<file path="src/rtl/tsrp_pkg.sv">
// ----------------------------------------------------------------------------
// tsrp_pkg
// Shared types and constants of the TCP segment receive parser.
// ----------------------------------------------------------------------------
package tsrp_pkg;

  // Frame byte positions, counted from the Ethernet destination address
  localparam int ETH_TYPE_HI_POS = 12;
  localparam int ETH_TYPE_LO_POS = 13;
  localparam int IP_VER_IHL_POS  = 14;
  localparam int IP_LEN_HI_POS   = 16;
  localparam int IP_LEN_LO_POS   = 17;
  localparam int IP_PROTO_POS    = 23;
  localparam int ETH_HDR_BYTES   = 14;
  localparam int MIN_FRAME_BYTES = 54;

  // Offsets inside the TCP header
  localparam int TCP_SRC_END    = 2;
  localparam int TCP_DST_END    = 4;
  localparam int TCP_SEQ_END    = 8;
  localparam int TCP_ACK_END    = 12;
  localparam int TCP_OFF_POS    = 12;
  localparam int TCP_FLAGS_POS  = 13;
  localparam int TCP_THRU_FLAGS = 14;

  localparam logic [5:0] MIN_HDR_BYTES = 6'd20;

  localparam logic [7:0] ETHTYPE_IPV4_HI = 8'h08;
  localparam logic [7:0] ETHTYPE_IPV4_LO = 8'h00;
  localparam logic [7:0] IP_PROTO_TCP    = 8'd6;

  localparam logic [10:0] PAYLOAD_LIMIT_RESET = 11'd1600;

  localparam logic KIND_PAYLOAD = 1'b0;
  localparam logic KIND_SUMMARY = 1'b1;

  localparam int FIFO_DEPTH = 4;
  localparam int FIFO_AW    = 2;

  typedef enum logic [1:0] {
    CFG_LOCAL_PORT    = 2'd0,
    CFG_REMOTE_PORT   = 2'd1,
    CFG_PAYLOAD_LIMIT = 2'd2
  } cfg_idx_t;

  typedef struct packed {
    logic [15:0] local_port;
    logic [15:0] remote_port;
    logic [10:0] payload_limit;
  } cfg_t;

  typedef struct packed {
    logic        kind;
    logic [7:0]  payload_byte;
    logic        accepted;
    logic [31:0] seq_number;
    logic [31:0] ack_number;
    logic [7:0]  tcp_flag_bits;
    logic [10:0] payload_count;
    logic        run_last;
  } res_t;

  typedef struct packed {
    logic [1:0] cnt;
    res_t       first;
    res_t       second;
  } push_t;

endpackage

</file>
<file path="src/rtl/tsrp_parser.sv">
// ----------------------------------------------------------------------------
// tsrp_parser
// Input register, header state and per-byte parse; emits up to two results.
// ----------------------------------------------------------------------------
module tsrp_parser
  import tsrp_pkg::*;
#(
  parameter int MAX_FRAME_BYTES = 2048
) (
  input  logic       clk,
  input  logic       rst_n,
  input  logic       in_valid,
  output logic       in_ready,
  input  logic [7:0] in_byte,
  input  logic       in_end,
  input  cfg_t       cfg,
  input  logic       space_ok,
  output push_t      push
);

  localparam int PW = $clog2(MAX_FRAME_BYTES + 1);
  localparam logic [PW-1:0] POS_MAX = PW'(MAX_FRAME_BYTES);

  logic          v_r;
  logic [7:0]    b_r;
  logic          end_r;
  logic [PW-1:0] pos_r, pos_nxt;
  logic          eth_ok_r, eth_ok_nxt;
  logic          proto_ok_r, proto_ok_nxt;
  logic [5:0]    ihl_r, ihl_nxt;
  logic [15:0]   iptl_r, iptl_nxt;
  logic [5:0]    thb_r, thb_nxt;
  logic [15:0]   src_r, src_nxt;
  logic [15:0]   dst_r, dst_nxt;
  logic [31:0]   seq_r, seq_nxt;
  logic [31:0]   ack_r, ack_nxt;
  logic [7:0]    flags_r, flags_nxt;
  logic [10:0]   sent_r, sent_nxt;

  logic          fire;
  logic          keep;
  logic [PW-1:0] tcp_base;
  logic          in_tcp;
  logic [PW-1:0] off;
  logic [6:0]    hdr_sum;
  logic [15:0]   room_full;
  logic [10:0]   room;
  logic          hg_cur;
  logic          hg_nxt;
  logic          len_ok;
  logic          pay;
  res_t          e_pay;
  res_t          e_sum;

  assign fire     = v_r && space_ok;
  assign in_ready = !v_r || space_ok;

  always_ff @(posedge clk) begin
    if (!rst_n) begin
      v_r <= 1'b0;
    end else if (in_valid && in_ready) begin
      v_r <= 1'b1;
    end else if (fire) begin
      v_r <= 1'b0;
    end
  end

  always_ff @(posedge clk) begin
    if (in_valid && in_ready) begin
      b_r   <= in_byte;
      end_r <= in_end;
    end
  end

  always_comb begin
    keep         = pos_r != POS_MAX;
    eth_ok_nxt   = eth_ok_r;
    proto_ok_nxt = proto_ok_r;
    ihl_nxt      = ihl_r;
    iptl_nxt     = iptl_r;
    thb_nxt      = thb_r;
    src_nxt      = src_r;
    dst_nxt      = dst_r;
    seq_nxt      = seq_r;
    ack_nxt      = ack_r;
    flags_nxt    = flags_r;

    // ihl_r is still zero at the IHL byte itself, so in_tcp is false there
    tcp_base = PW'(ETH_HDR_BYTES) + PW'(ihl_r);
    in_tcp   = (ihl_r >= MIN_HDR_BYTES) && (pos_r >= tcp_base);
    off      = pos_r - tcp_base;

    if (keep) begin
      if (pos_r == PW'(ETH_TYPE_HI_POS)) begin
        eth_ok_nxt = b_r == ETHTYPE_IPV4_HI;
      end else if (pos_r == PW'(ETH_TYPE_LO_POS)) begin
        eth_ok_nxt = eth_ok_r && (b_r == ETHTYPE_IPV4_LO);
      end else if (pos_r == PW'(IP_VER_IHL_POS)) begin
        ihl_nxt = {b_r[3:0], 2'b00};
      end else if (pos_r == PW'(IP_LEN_HI_POS)) begin
        iptl_nxt = {b_r, 8'h00};
      end else if (pos_r == PW'(IP_LEN_LO_POS)) begin
        iptl_nxt = {iptl_r[15:8], b_r};
      end else if (pos_r == PW'(IP_PROTO_POS)) begin
        proto_ok_nxt = b_r == IP_PROTO_TCP;
      end

      if (in_tcp) begin
        if (off < PW'(TCP_SRC_END)) begin
          src_nxt = {src_r[7:0], b_r};
        end else if (off < PW'(TCP_DST_END)) begin
          dst_nxt = {dst_r[7:0], b_r};
        end else if (off < PW'(TCP_SEQ_END)) begin
          seq_nxt = {seq_r[23:0], b_r};
        end else if (off < PW'(TCP_ACK_END)) begin
          ack_nxt = {ack_r[23:0], b_r};
        end else if (off == PW'(TCP_OFF_POS)) begin
          thb_nxt = {b_r[7:4], 2'b00};
        end else if (off == PW'(TCP_FLAGS_POS)) begin
          flags_nxt = b_r;
        end
      end
    end

    // Payload starts at offset >= 20, where all header fields are settled
    hdr_sum   = {1'b0, ihl_r} + {1'b0, thb_r};
    room_full = (iptl_r > 16'(hdr_sum)) ? (iptl_r - 16'(hdr_sum)) : 16'd0;
    room      = (room_full > 16'(cfg.payload_limit)) ? cfg.payload_limit : room_full[10:0];
    hg_cur    = eth_ok_r && proto_ok_r && (ihl_r >= MIN_HDR_BYTES) &&
                (thb_r >= MIN_HDR_BYTES) && (src_r == cfg.remote_port) &&
                (dst_r == cfg.local_port);
    pay       = keep && in_tcp && (thb_r >= MIN_HDR_BYTES) && (off >= PW'(thb_r)) &&
                hg_cur && (sent_r < room);

    sent_nxt = sent_r + 11'(pay);
    pos_nxt  = keep ? (pos_r + PW'(1)) : pos_r;

    hg_nxt = eth_ok_nxt && proto_ok_nxt && (ihl_nxt >= MIN_HDR_BYTES) &&
             (thb_nxt >= MIN_HDR_BYTES) && (src_nxt == cfg.remote_port) &&
             (dst_nxt == cfg.local_port);
    len_ok = (pos_nxt >= PW'(MIN_FRAME_BYTES)) &&
             (pos_nxt >= PW'(ETH_HDR_BYTES + TCP_THRU_FLAGS) + PW'(ihl_nxt));

    e_pay               = '0;
    e_pay.kind          = KIND_PAYLOAD;
    e_pay.payload_byte  = b_r;

    e_sum               = '0;
    e_sum.kind          = KIND_SUMMARY;
    e_sum.accepted      = hg_nxt && len_ok;
    e_sum.seq_number    = seq_nxt;
    e_sum.ack_number    = ack_nxt;
    e_sum.tcp_flag_bits = flags_nxt;
    e_sum.payload_count = sent_nxt;
    e_sum.run_last      = 1'b1;

    push.cnt    = fire ? (2'(pay) + 2'(end_r)) : 2'd0;
    push.first  = pay ? e_pay : e_sum;
    push.second = e_sum;
  end

  always_ff @(posedge clk) begin
    if (!rst_n || (fire && end_r)) begin
      pos_r      <= '0;
      eth_ok_r   <= 1'b0;
      proto_ok_r <= 1'b0;
      ihl_r      <= '0;
      iptl_r     <= '0;
      thb_r      <= '0;
      src_r      <= '0;
      dst_r      <= '0;
      seq_r      <= '0;
      ack_r      <= '0;
      flags_r    <= '0;
      sent_r     <= '0;
    end else if (fire) begin
      pos_r      <= pos_nxt;
      eth_ok_r   <= eth_ok_nxt;
      proto_ok_r <= proto_ok_nxt;
      ihl_r      <= ihl_nxt;
      iptl_r     <= iptl_nxt;
      thb_r      <= thb_nxt;
      src_r      <= src_nxt;
      dst_r      <= dst_nxt;
      seq_r      <= seq_nxt;
      ack_r      <= ack_nxt;
      flags_r    <= flags_nxt;
      sent_r     <= sent_nxt;
    end
  end

endmodule

</file>
<file path="src/rtl/tsrp_out_fifo.sv">
// ----------------------------------------------------------------------------
// tsrp_out_fifo
// Small result queue; takes up to two results per cycle, gives one.
// ----------------------------------------------------------------------------
module tsrp_out_fifo
  import tsrp_pkg::*;
(
  input  logic  clk,
  input  logic  rst_n,
  input  push_t push,
  output logic  space_ok,
  output logic  out_valid,
  input  logic  out_ready,
  output res_t  out_res
);

  res_t               mem_r [FIFO_DEPTH];
  logic [FIFO_AW-1:0] wp_r, wp_nxt;
  logic [FIFO_AW-1:0] rp_r, rp_nxt;
  logic [FIFO_AW:0]   cnt_r, cnt_nxt;
  logic               pop;

  assign out_valid = cnt_r != '0;
  assign out_res   = mem_r[rp_r];
  assign space_ok  = cnt_r <= (FIFO_AW + 1)'(FIFO_DEPTH - 2);
  assign pop       = out_valid && out_ready;

  always_comb begin
    wp_nxt  = wp_r + FIFO_AW'(push.cnt);
    rp_nxt  = rp_r + FIFO_AW'(pop);
    cnt_nxt = cnt_r + (FIFO_AW + 1)'(push.cnt) - (FIFO_AW + 1)'(pop);
  end

  always_ff @(posedge clk) begin
    if (!rst_n) begin
      wp_r  <= '0;
      rp_r  <= '0;
      cnt_r <= '0;
    end else begin
      wp_r  <= wp_nxt;
      rp_r  <= rp_nxt;
      cnt_r <= cnt_nxt;
    end
  end

  always_ff @(posedge clk) begin
    if (push.cnt != 2'd0) begin
      mem_r[wp_r] <= push.first;
    end
    if (push.cnt == 2'd2) begin
      mem_r[wp_r + FIFO_AW'(1)] <= push.second;
    end
  end

endmodule

</file>
<file path="src/rtl/tcp_segment_receive_parser_core.sv">
// ----------------------------------------------------------------------------
// tcp_segment_receive_parser_core
// Ethernet/IPv4/TCP receive parser: payload bytes out, summary per frame.
// ----------------------------------------------------------------------------
// Takes one frame byte per cycle (in_tlast on the last byte). Each accepted
// byte passes an input register and the combinational parse logic, then
// enters a four-entry result queue, from which its first result is presented
// on the output. Payload bytes go out as kind 0 results; the end byte gives a
// kind 1 summary with out_tlast set. An end byte that is also a payload byte
// gives two results, so input stalls only when the queue lacks room for two
// results. Drop the payload of a summary whose accepted bit is 0.
// Configuration is written through cfg_* (always ready) and must only change
// while the block is idle. No clearing pass after reset.
// ----------------------------------------------------------------------------
module tcp_segment_receive_parser_core
  import tsrp_pkg::*;
#(
  parameter int MAX_FRAME_BYTES = 2048
) (
  input  logic        clk,
  input  logic        rst_n,

  input  logic        in_tvalid,
  output logic        in_tready,
  input  logic [7:0]  in_tdata,   // [7:0] frame_byte
  input  logic        in_tlast,   // frame_end

  output logic        out_tvalid,
  input  logic        out_tready,
  // [7:0] payload_byte, [8] accepted, [40:9] seq_number, [72:41] ack_number,
  // [80:73] tcp_flag_bits, [91:81] payload_count, [95:92] zero
  output logic [95:0] out_tdata,
  output logic        out_tuser,  // [0] kind
  output logic        out_tlast,  // run_last

  input  logic        cfg_valid,
  output logic        cfg_ready,
  input  logic [1:0]  cfg_index,
  input  logic [15:0] cfg_data
);

  cfg_t  cfg_r;
  push_t push;
  logic  space_ok;
  res_t  out_res;

  assign cfg_ready = 1'b1;

  always_ff @(posedge clk) begin
    if (!rst_n) begin
      cfg_r.local_port    <= '0;
      cfg_r.remote_port   <= '0;
      cfg_r.payload_limit <= PAYLOAD_LIMIT_RESET;
    end else if (cfg_valid) begin
      unique case (cfg_idx_t'(cfg_index))
        CFG_LOCAL_PORT:    cfg_r.local_port    <= cfg_data;
        CFG_REMOTE_PORT:   cfg_r.remote_port   <= cfg_data;
        CFG_PAYLOAD_LIMIT: cfg_r.payload_limit <= cfg_data[10:0];
        default: begin
        end
      endcase
    end
  end

  tsrp_parser #(
    .MAX_FRAME_BYTES(MAX_FRAME_BYTES)
  ) u_parser (
    .clk     (clk),
    .rst_n   (rst_n),
    .in_valid(in_tvalid),
    .in_ready(in_tready),
    .in_byte (in_tdata),
    .in_end  (in_tlast),
    .cfg     (cfg_r),
    .space_ok(space_ok),
    .push    (push)
  );

  tsrp_out_fifo u_out_fifo (
    .clk      (clk),
    .rst_n    (rst_n),
    .push     (push),
    .space_ok (space_ok),
    .out_valid(out_tvalid),
    .out_ready(out_tready),
    .out_res  (out_res)
  );

  assign out_tdata = {4'b0000, out_res.payload_count, out_res.tcp_flag_bits,
                      out_res.ack_number, out_res.seq_number, out_res.accepted,
                      out_res.payload_byte};
  assign out_tuser = out_res.kind;
  assign out_tlast = out_res.run_last;

endmodule

</file>
<file path="config.mk">
export PLATFORM = sky130hd
export DESIGN_NAME = tcp_segment_receive_parser_core
export DESIGN_NICKNAME = d
export VERILOG_FILES = /design/src/rtl/tsrp_pkg.sv /design/src/rtl/tsrp_parser.sv /design/src/rtl/tsrp_out_fifo.sv /design/src/rtl/tcp_segment_receive_parser_core.sv
export SDC_FILE = /design/constraint.sdc
export NUM_CORES = 1
export LEC_CHECK = 0
export ABC_CLOCK_PERIOD_IN_PS = 10700
export BUFFER_PORTS_ARGS = -buffer_cell sky130_fd_sc_hd__buf_2
export CAP_MARGIN = 25
export CORE_UTILIZATION = 40
export DETAILED_ROUTE_END_ITERATION = 10
export PLACE_DENSITY = 0.56
export SLEW_MARGIN = 20
export SYNTH_ARGS = -nofsm -noshare
export SYNTH_HDL_FRONTEND = slang
export SYNTH_SLANG_ARGS = --single-unit
</file>
<file path="constraint.sdc">
create_clock -name clk -period 10.7 [get_ports clk]
set_clock_uncertainty 0.2 [all_clocks]
set_input_delay 2.675 -clock clk [delete_from_list [all_inputs] [get_ports clk]]
set_output_delay 2.675 -clock clk [all_outputs]
set_load 0.05 [all_outputs]
</file>
## Word-level counts from Yosys, hierarchy flattened

Memory sizes are Yosys's and may differ from the RTL's. A register that Yosys moved wholly into a read port is not among the register bits.
Index checks and enable logic that the tools add are counted.

- Bits in registers: 217
- RAM bits: 376
- Input port bits: 32
- Output and inout bits: 101
- Logic and storage cells: 172
- Memories kept: 1

- Add/subtract/negate cells: 13
- Order comparisons: 16
- Eq/ne operators: 18
- Multiplexer cells: 61
- Bitwise operators: 3
- Reductions and logical operators: 38

Memories:

| memory | words | bits a word | read ports | clocked after memory_dff | wr ports | line | text |
|---|---|---|---|---|---|---|---|
| u_out_fifo.mem_r | 4 | 94 | 1 | 1 | 2 | tsrp_out_fifo.sv:17 | `res_t mem_r [FIFO_DEPTH];` |

Operators with widths:

| cell | number |
|---|---|
| $mux W32 | 11 |
| $mux W16 | 9 |
| $mux W94 | 1 |
| $mux W8 | 9 |
| $mux W6 | 11 |
| $eq A16 B16 Y1 | 4 |
| $eq A12 B4 Y1 const B | 5 |
| $eq A12 B5 Y1 const B | 3 |
| $ge A12 B12 Y1 | 2 |
| $ge A6 B5 Y1 const B | 4 |
| $lt A12 B4 Y1 const B | 2 |
| $logic_and A1 B1 Y1 | 23 |
| $gt A16 B11 Y1 | 1 |
| $gt A16 B7 Y1 | 1 |
| $mux W1 | 16 |
| $sub A16 B7 Y16 | 1 |
| $add A12 B1 Y12 const B | 1 |
| $ge A12 B6 Y1 | 1 |
| $ge A12 B6 Y1 const B | 1 |
| $lt A12 B2 Y1 const B | 1 |
| $lt A12 B3 Y1 const B | 1 |
| $mux W12 | 1 |
| $ne A12 B12 Y1 const B | 1 |
| $reduce_and A6 Y1 | 2 |
| other kinds (27) | 37 |

## Depth between registers and ports, before layout

Gate-level depths: netlist of the first run.

- Depth in word-level cells: 16
- Depth in mapped cells: 42
- Depth with buffers taken out: 41

## By module

A second synthesis of the first run with hierarchy kept.

- Cells, all modules: 2645
- Area, all modules: 32148.3 um2

Modules (own cells, without submodules):

| module | instances | cells each | area each (um2) | sequential area each (um2) |
|---|---|---|---|---|
| tsrp_out_fifo | 1 | 958 | 18858.1 | 11431.0 |
| tsrp_parser | 1 | 1516 | 11587.4 | 3433.3 |
| tcp_segment_receive_parser_core | 1 | 171 | 1702.9 | 860.8 |

## Worst setup path after synthesis of the first run

Ideal clock, no wire load.

- Path type: reg-to-reg
- From: reg u_parser.ihl_r[0]
- To: mem u_out_fifo.mem_r[3][10] (netlist bit), enable pin
- Library setup time: 0.437 ns
- Data arrival time: 8.906 ns
- Required time: 10.063 ns
- Slack: 1.156 ns
- Stages on the path, launching flop included: 37
- Buffers on the path: 4
- Clock period less this slack: 9.544 ns
- Cells stage by stage: dfxtp_1 > ha_1 > fa_1 > a21oi_1 > nor2_1 > nor2_1 > xnor2_1 > ha_1 > o21a_1 > o31a_1 > o21ai_1 > o2111a_1 > clkbuf_1 > nor2_1 > ha_1 > nor2b_1 > o31ai_1 > a21oi_1 > o41ai_1 > o21a_1 > o21ai_1 > clkbuf_1 > a21oi_1 > ha_1 > a21oi_1 > nor2b_1 > o21ai_0 > or4b_2 > nor4_1 > o311ai_0 > inv_1 > ha_1 > clkbuf_1 > mux2_2 > nand3_1 > clkbuf_1 > inv_1

RTL lines:

| element | line | text |
|---|---|---|
| start: declaration | tsrp_parser.sv:30 | `logic [5:0] ihl_r, ihl_nxt;` |
| start signal: assignment | tsrp_parser.sv:180 | `ihl_r <= ihl_nxt;` |
| end: declaration | tsrp_out_fifo.sv:17 |  |

==> results.toml, run 1 <==
[routing]
dr.pass1.iters = 5
wl_per_cell_microns = 20.8
route.detailed.drc = 0
routed_wl_microns = 76900
antenna_left = 0
via_per_inst = 5.38
vias = 19916
drt_iter0_drc = 1586

[floorplanning]
rows = 96
die_y_microns = 267
start_util = 0.406
coreArea_sq_mm = 0.0689
ioPinCount = 133
dieWidth_microns = 267
die_area_sq_mm = 0.0711

[critical_path]
critical-path-slowest-cell = "or4b_2"
worst-r2r-cell-count = 33
r2r-end = "u_out_fifo.mem_r[1][7]$_DFFE_PP_"
r2r_setup_slack_ns = 0.96
timing.rr.start = "u_parser.ihl_r[0]$_SDFFE_PP0P_"
path_max_fanout = 46
max_stage_delay_ns = 0.61
crit_top_cell = "ha_1"
critPathKind = "reg2reg"
cp-end-kind = "flop"
critPathLaunchType = "flop"
crit_arrival_ns = 9.76
worstPathRequired_ns = 10.71

[power_and_ir_drop]
p_switching_mw = 1.80
vdd_drop_max_mv = 0.151
intPower_mw = 4.09
p_leak_nw = 11.7
powerDensity_mw_per_mm2 = 185
power_frac_clock = 0.382
sw_frac_of_total = 0.306
p_seq_frac = 0.423
pwr-share-comb = 0.195
power_mw = 5.90

[sta]
slew_headroom = 0.474
slew_violations = 0
layout_min_cycle_time_ns = 9.74
rsz0062_at_grt = "no"
fin_ws_ns = 0.956
worstMarginPinSlew_ns = 0.786
hold_viol_final = 0
timing.final.crit_share = 0.911
fin_setup_tns_ns = 0
setup_viol = 0
fmax_ghz = 0.103

[logic_synthesis]
synth-seq-cells = 589
synth-async-reset-ratio = 0
syn_avg_cell_area_sq_um = 10.6
yosys-top-cells-area = "edfxtp_1 37%, dfxtp_1 17%, mux4_2 7.5%"
ys_seq_area_frac = 0.545
syn_inst = 2632
synth_ff_type = "edfxtp_1"
synth_top_area_cell = "edfxtp_1"
ys_types = 80
synth.most_common_cell = "nor2_1"
synth_edf_count = 345
ys_warn_count = 0
syn_area_sq_mm = 0.0280
synth_common_cells = "485 x nor2_1, 350 x nand2_1, 345 x edfxtp_1"
synth.top_cell.area_share = 0.370

[global_routing]
grt_max_degree = 98
grt-ovfl-total = 0
antenna_found_initial = 0
grt_usage = 0.217
grt_pass1_vias = 19525
grt_pass1_wl_microns = 118000

[placement]
gp_congestion = 0.902
dpl.hpwl_microns = 49200
io_buffers = 127
pre_cts_ws_ns = 1.20

[cts]
cts-root-buf = "clkbuf_16"
hold_buffers = 0
ctsResizeCount = 0
htree_num_levels = 3
cts_tree = "done"
clk_pin_slew_ns = 0.06
worstSkewPairLatency_ns = 0.62
cts_setup_buffers = 0
cts_num_sinks = 589
clock_path_buffers = 3
cts_buffers = 68

[hold_path]
hold_depth = 2
hold_path_class = "reg2reg"
min_from = "u_parser.ack_r[28]$_SDFFE_PP0P_"
hold_end = "u_parser.ack_r[28]$_SDFFE_PP0P_"

[job]
maxCapViolCount = 0

[layout]
antenna_cells = 0
syn2layout_area_growth_pct = 13.8
layout-drive-gt1-share = 0.146
final_net_count = 2823

[outcome]
status = "finished clean"
-- state kept, by name, summed over array words and instances (netlist names), 6 cells and up --
signal / flops
u_parser.sent_r: 11
u_parser.ack_r: 32
cfg_r: 43
u_parser.iptl_r: 16
u_parser.b_r: 8
u_parser.thb_r: 6
u_parser.src_r: 16
u_out_fifo.mem_r: 372
u_parser.ihl_r: 6
u_parser.flags_r: 8
u_parser.dst_r: 16
u_parser.pos_r: 12
u_parser.seq_r: 32
-- logic make-up after synthesis --
family                   count (synthesis)  synth area share
AND/OR/NAND/NOR                       1022             0.155
flip-flops                             589             0.545
AO/OA/AOI/OAI                          400            0.0883
buffers and inverters                  250            0.0355
multiplexers                           193             0.111
XOR/XNOR                               102            0.0319
adder cells (fa/ha/maj)                 74            0.0341
other                                    2          0.000268
-- stage by stage --
stage,std cells,instance area (sq um),utilization,hold WS [ns]
after floorplan,2635,28000,-,0.220
after global placement,3573,29600,0.429,0.232
after detailed placement,3575,29600,0.430,0.242
after CTS,3697,31800,0.461,0.251
after global routing,3700,31900,0.462,0.262
final,3700,31900,0.462,0.250
-- worst max path at each step --
stage / from / endpoint / slack (ns) / cells after the start
2_1_floorplan: u_parser.ihl_r[0]$_SDFFE_PP0P_ / u_out_fifo.mem_r[3][10]$_DFFE_PP_ / 1.16 / 36
3_3_place_gp: u_parser.ihl_r[0]$_SDFFE_PP0P_ / u_out_fifo.mem_r[1][76]$_DFFE_PP_ / 1.13 / 32
3_5_place_dp: u_parser.ihl_r[0]$_SDFFE_PP0P_ / u_out_fifo.mem_r[1][7]$_DFFE_PP_ / 1.20 / 33
4_1_cts: u_parser.ihl_r[0]$_SDFFE_PP0P_ / u_out_fifo.mem_r[1][7]$_DFFE_PP_ / 1.07 / 33
5_1_grt: u_parser.ihl_r[0]$_SDFFE_PP0P_ / u_out_fifo.mem_r[1][7]$_DFFE_PP_ / 0.20 / 33
6_report: u_parser.ihl_r[0]$_SDFFE_PP0P_ / u_out_fifo.mem_r[1][7]$_DFFE_PP_ / 0.96 / 33
-- placed cells by master, fill, tap and decap left out, types with 14 or more instances in the layout --
cell type    n
xnor2_1     43
nor3_1      28
ha_1        70
dfxtp_1    242
a21boi_0    42
nand2_1    348
edfxtp_1   345
mux4_2      93
inv_1       79
buf_4       40
xor2_1      59
and2_1      15
nor2_1     483
nor2b_1     14
nand4_1     20
clkbuf_16   70
clkbuf_1    22
a21oi_1    171
nand3_1     32
mux2i_1     98
buf_2      127
o21ai_0     65
-- per-layer routing --
metal / wire length, microns / global-route usage / share of wire / vias to the layer above
met5: 0 / 0 / 0 / -
met2: 37600 / 0.366 / 0.49 / 510
met4: 1520 / 0.0609 / 0.020 / 0
met3: 3800 / 0.0275 / 0.049 / 98
li1: - / - / - / 9455
met1: 34000 / 0.294 / 0.44 / 9853
-- power by group through the flow --
stage                     clock network [mW]  logic (mW)  registers (mW)
after floorplan                            0       0.896            2.50
after global placement                     0        1.13            2.57
after detailed placement                   0        1.16            2.54
after CTS                               2.30        1.16            2.50
after global routing                    2.39        1.21            2.50
final                                   2.25        1.15            2.49
-- worst max-delay path: cells and delay by family (launching register included) --
family          cells  cell delay, ns
compound gates     13            3.10
fa+ha+maj           6            1.95
simple gates        7            1.94
buf+inv             4            1.17
mux                 2            0.50
flops               1            0.35
xor+xnor            1            0.10
-- cell type report --
| type | count | area (sq um) |
|---|---|---|
| fill | 6495 | 37100 |
| inverter | 84 | 320 |
| multi-input combinational | 1796 | 11800 |
| clock buffer | 101 | 1950 |
| timing repair buffer | 178 | 1140 |
| tap | 931 | 1160 |
| sequential | 589 | 15300 |
| clock inverter | 21 | 218 |
Power figures use the tool's default switching activity.
==> inputs of run 2 (changes only) <==
--- a/config.mk
+++ b/config.mk
@@ -5,13 +5,12 @@
 export SDC_FILE = /design/constraint.sdc
 export NUM_CORES = 1
 export LEC_CHECK = 0
-export ABC_CLOCK_PERIOD_IN_PS = 10700
-export BUFFER_PORTS_ARGS = -buffer_cell sky130_fd_sc_hd__buf_2
+export ABC_CLOCK_PERIOD_IN_PS = 9410
 export CAP_MARGIN = 25
 export CORE_UTILIZATION = 40
 export DETAILED_ROUTE_END_ITERATION = 10
-export PLACE_DENSITY = 0.56
-export SLEW_MARGIN = 20
+export DONT_BUFFER_PORTS = 1
+export PLACE_DENSITY = 0.54
 export SYNTH_ARGS = -nofsm -noshare
 export SYNTH_HDL_FRONTEND = slang
 export SYNTH_SLANG_ARGS = --single-unit
==> constraint.sdc (replaced) <==
create_clock -name clk -period 9.41 [get_ports clk]
set_clock_uncertainty 0.2 [all_clocks]
set_input_delay 2.3525 -clock clk [delete_from_list [all_inputs] [get_ports clk]]
set_output_delay 2.3525 -clock clk [all_outputs]
set_load 0.05 [all_outputs]
==> results.toml, run 2 (synthesis gave the netlist of run 1 again) <==
[outcome]
status = "finished clean"

[power_and_ir_drop]
vdd_drop_max_mv = 0.121
p_leak_nw = 11.2
power_frac_clock = 0.397
p_seq_frac = 0.428
sw_frac_of_total = 0.303
powerDensity_mw_per_mm2 = 213
p_switching_mw = 2.03
pwr-share-comb = 0.175
intPower_mw = 4.66
power_mw = 6.69

[cts]
cts-root-buf = "clkbuf_16"
cts_buffers = 67
hold_buffers = 0
cts_num_sinks = 589
clk_pin_slew_ns = 0.06
htree_num_levels = 3
worstSkewPairLatency_ns = 0.61
cts_tree = "done"
clock_path_buffers = 3

[layout]
syn2layout_area_growth_pct = 12.0
fin_area_sq_mm = 0.0314
final_cell_mix = "483 x nor2_1, 348 x nand2_1, 345 x edfxtp_1, 242 x dfxtp_1, 171 x a21oi_1"
regMostFlops = "u_out_fifo.mem_r"
layout_commonest_cell = "nor2_1"
largest_register_ffs = 372
top_regs = "u_out_fifo.mem_r (372), cfg_r (43)"
final_net_count = 2690
antenna_cells = 0
fillers = 6458
instances_no_fill = 3570
layout-drive-gt1-share = 0.105

[critical_path]
worst-r2r-cell-count = 38
path_max_fanout = 9
timing.rr.start = "u_parser.ihl_r[0]$_SDFFE_PP0P_"
critPathKind = "reg2reg"
worstPathRequired_ns = 9.54
r2r-end = "u_out_fifo.mem_r[0][11]$_DFFE_PP_"
crit_top_cell = "ha_1"
r2r_setup_slack_ns = 0.77
critPathLaunchType = "flop"
crit_arrival_ns = 8.77
max_stage_delay_ns = 0.62
critical-path-slowest-cell = "or4b_2"
cp-end-kind = "flop"

[floorplanning]
die_y_microns = 267
dieWidth_microns = 267
start_util = 0.406
die_area_sq_mm = 0.0711
coreArea_sq_mm = 0.0689
rows = 96
ioPinCount = 133

[routing]
dr.pass1.iters = 5
vias = 19515
route.detailed.drc = 0
drt_iter0_drc = 1495
routed_wl_microns = 78100
wl_per_cell_microns = 21.9
via_per_inst = 5.47
antenna_left = 0

[global_routing]
gr-usage-met3 = 0.0488
grtUsageMet1 = 0.285
grt_pass1_vias = 19334
grt_max_degree = 100
top_usage_layer = "met2"
grt_usage = 0.221
antenna_found_initial = 1
grt-ovfl-total = 0
use_met2 = 0.372
grt_pass1_wl_microns = 119000

[sta]
slew_headroom = 0.323
hold_ws_ns = 0.250
setup_viol = 0
layout_min_cycle_time_ns = 8.64
slew_violations = 0
fmax_ghz = 0.116
hold_viol_final = 0
fin_setup_tns_ns = 0
timing.final.crit_share = 0.918
rsz0062_at_grt = "no"
worstMarginPinSlew_ns = 1.01

[placement]
dpl_cell_area_sq_mm = 0.0290
numPlacedInstances = 3442
io_buffers = 0
gp_congestion = 0.889
dpl.hpwl_microns = 49700

[hold_path]
hold_path_class = "reg2reg"
hold_depth = 2
hold_end = "u_parser.ack_r[30]$_SDFFE_PP0P_"
min_from = "u_parser.ack_r[30]$_SDFFE_PP0P_"

[job]
maxCapViolCount = 0
==> run 2: cell types whose count changed in the layout (fill, tap and decap cells not counted), sizes merged <==
cell	previous run	this run
buf	178	46
clkbuf	101	95
bufinv	1	6
clkinvlp	1	4
clkinv	20	18
inv	83	85
==> run 2: per-layer routing <==
metal  part of all wire  wire length, microns
met1               0.43                 33400
met2               0.49                 38000
met3              0.062                  4870
met4              0.023                  1780
met5                  0                     0
==> run 2: metrics by stage <==
stage | setup WS, ns | util
floorplan | 0.0401 | -
global placement | 0.555 | 0.421
detailed placement | 0.442 | 0.421
CTS | 0.381 | 0.454
global route | 0.0739 | 0.455
finish | 0.772 | 0.455
==> run 2: worst max-delay path, delay by kind of cell, from the launching register on <==
family | cells | cell delay, ns
xor gates and xnor gates | 2 | 0.38
and+or+nand+nor | 12 | 2.47
AOI/OAI and AO/OA | 15 | 2.53
adders and majority gates | 7 | 2.09
buffers and inverters | 2 | 0.33
DFF | 1 | 0.35
==> run 2: how the worst max path moves through the flow <==
stage / slack [ns] / to / startpoint / cells past startpoint
6_report: 0.77 / u_out_fifo.mem_r[0][11]$_DFFE_PP_ / u_parser.ihl_r[0]$_SDFFE_PP0P_ / 38
3_5_place_dp: 0.44 / u_out_fifo.mem_r[0][11]$_DFFE_PP_ / u_parser.ihl_r[1]$_SDFFE_PP0P_ / 37
5_1_grt: 0.07 / u_out_fifo.mem_r[3][11]$_DFFE_PP_ / u_parser.ihl_r[0]$_SDFFE_PP0P_ / 37
4_1_cts: 0.38 / u_out_fifo.mem_r[0][11]$_DFFE_PP_ / u_parser.ihl_r[1]$_SDFFE_PP0P_ / 37
2_1_floorplan: 0.04 / u_out_fifo.mem_r[1][10]$_DFFE_PP_ / u_parser.ihl_r[0]$_SDFFE_PP0P_ / 36
3_3_place_gp: 0.56 / u_out_fifo.cnt_r[2]$_SDFF_PN0_ / u_parser.ihl_r[0]$_SDFFE_PP0P_ / 39
==> run 2: final cells by class <==
class / instances / area, sq um / share of cell area
multi-input cells: 1796 / 11800 / 0.377
clock buffers: 95 / 1870 / 0.0597
clock inverters: 29 / 362 / 0.0115
flip-flops and latches: 589 / 15300 / 0.486
inverters: 84 / 330 / 0.0105
repair buffers: 46 / 557 / 0.0178
well taps: 931 / 1160 / 0.0372
==> run 2: repair_timing <==
action | CTS | global route
endpoints found under the setup margin | 0 | 593
endpoints found under the hold margin | 0 | 0
gates resized for setup | 0 | 5
setup buffers | 0 | 1
==> run 2: power groups by stage <==
stage / registers (mW) / logic, mW / clock network, mW
6_report: 2.86 / 1.17 / 2.65
5_1_grt: 2.87 / 1.23 / 2.82
4_1_cts: 2.86 / 1.19 / 2.72
3_5_place_dp: 2.92 / 1.19 / 0
3_3_place_gp: 2.92 / 1.18 / 0
2_1_floorplan: 2.84 / 1.02 / 0
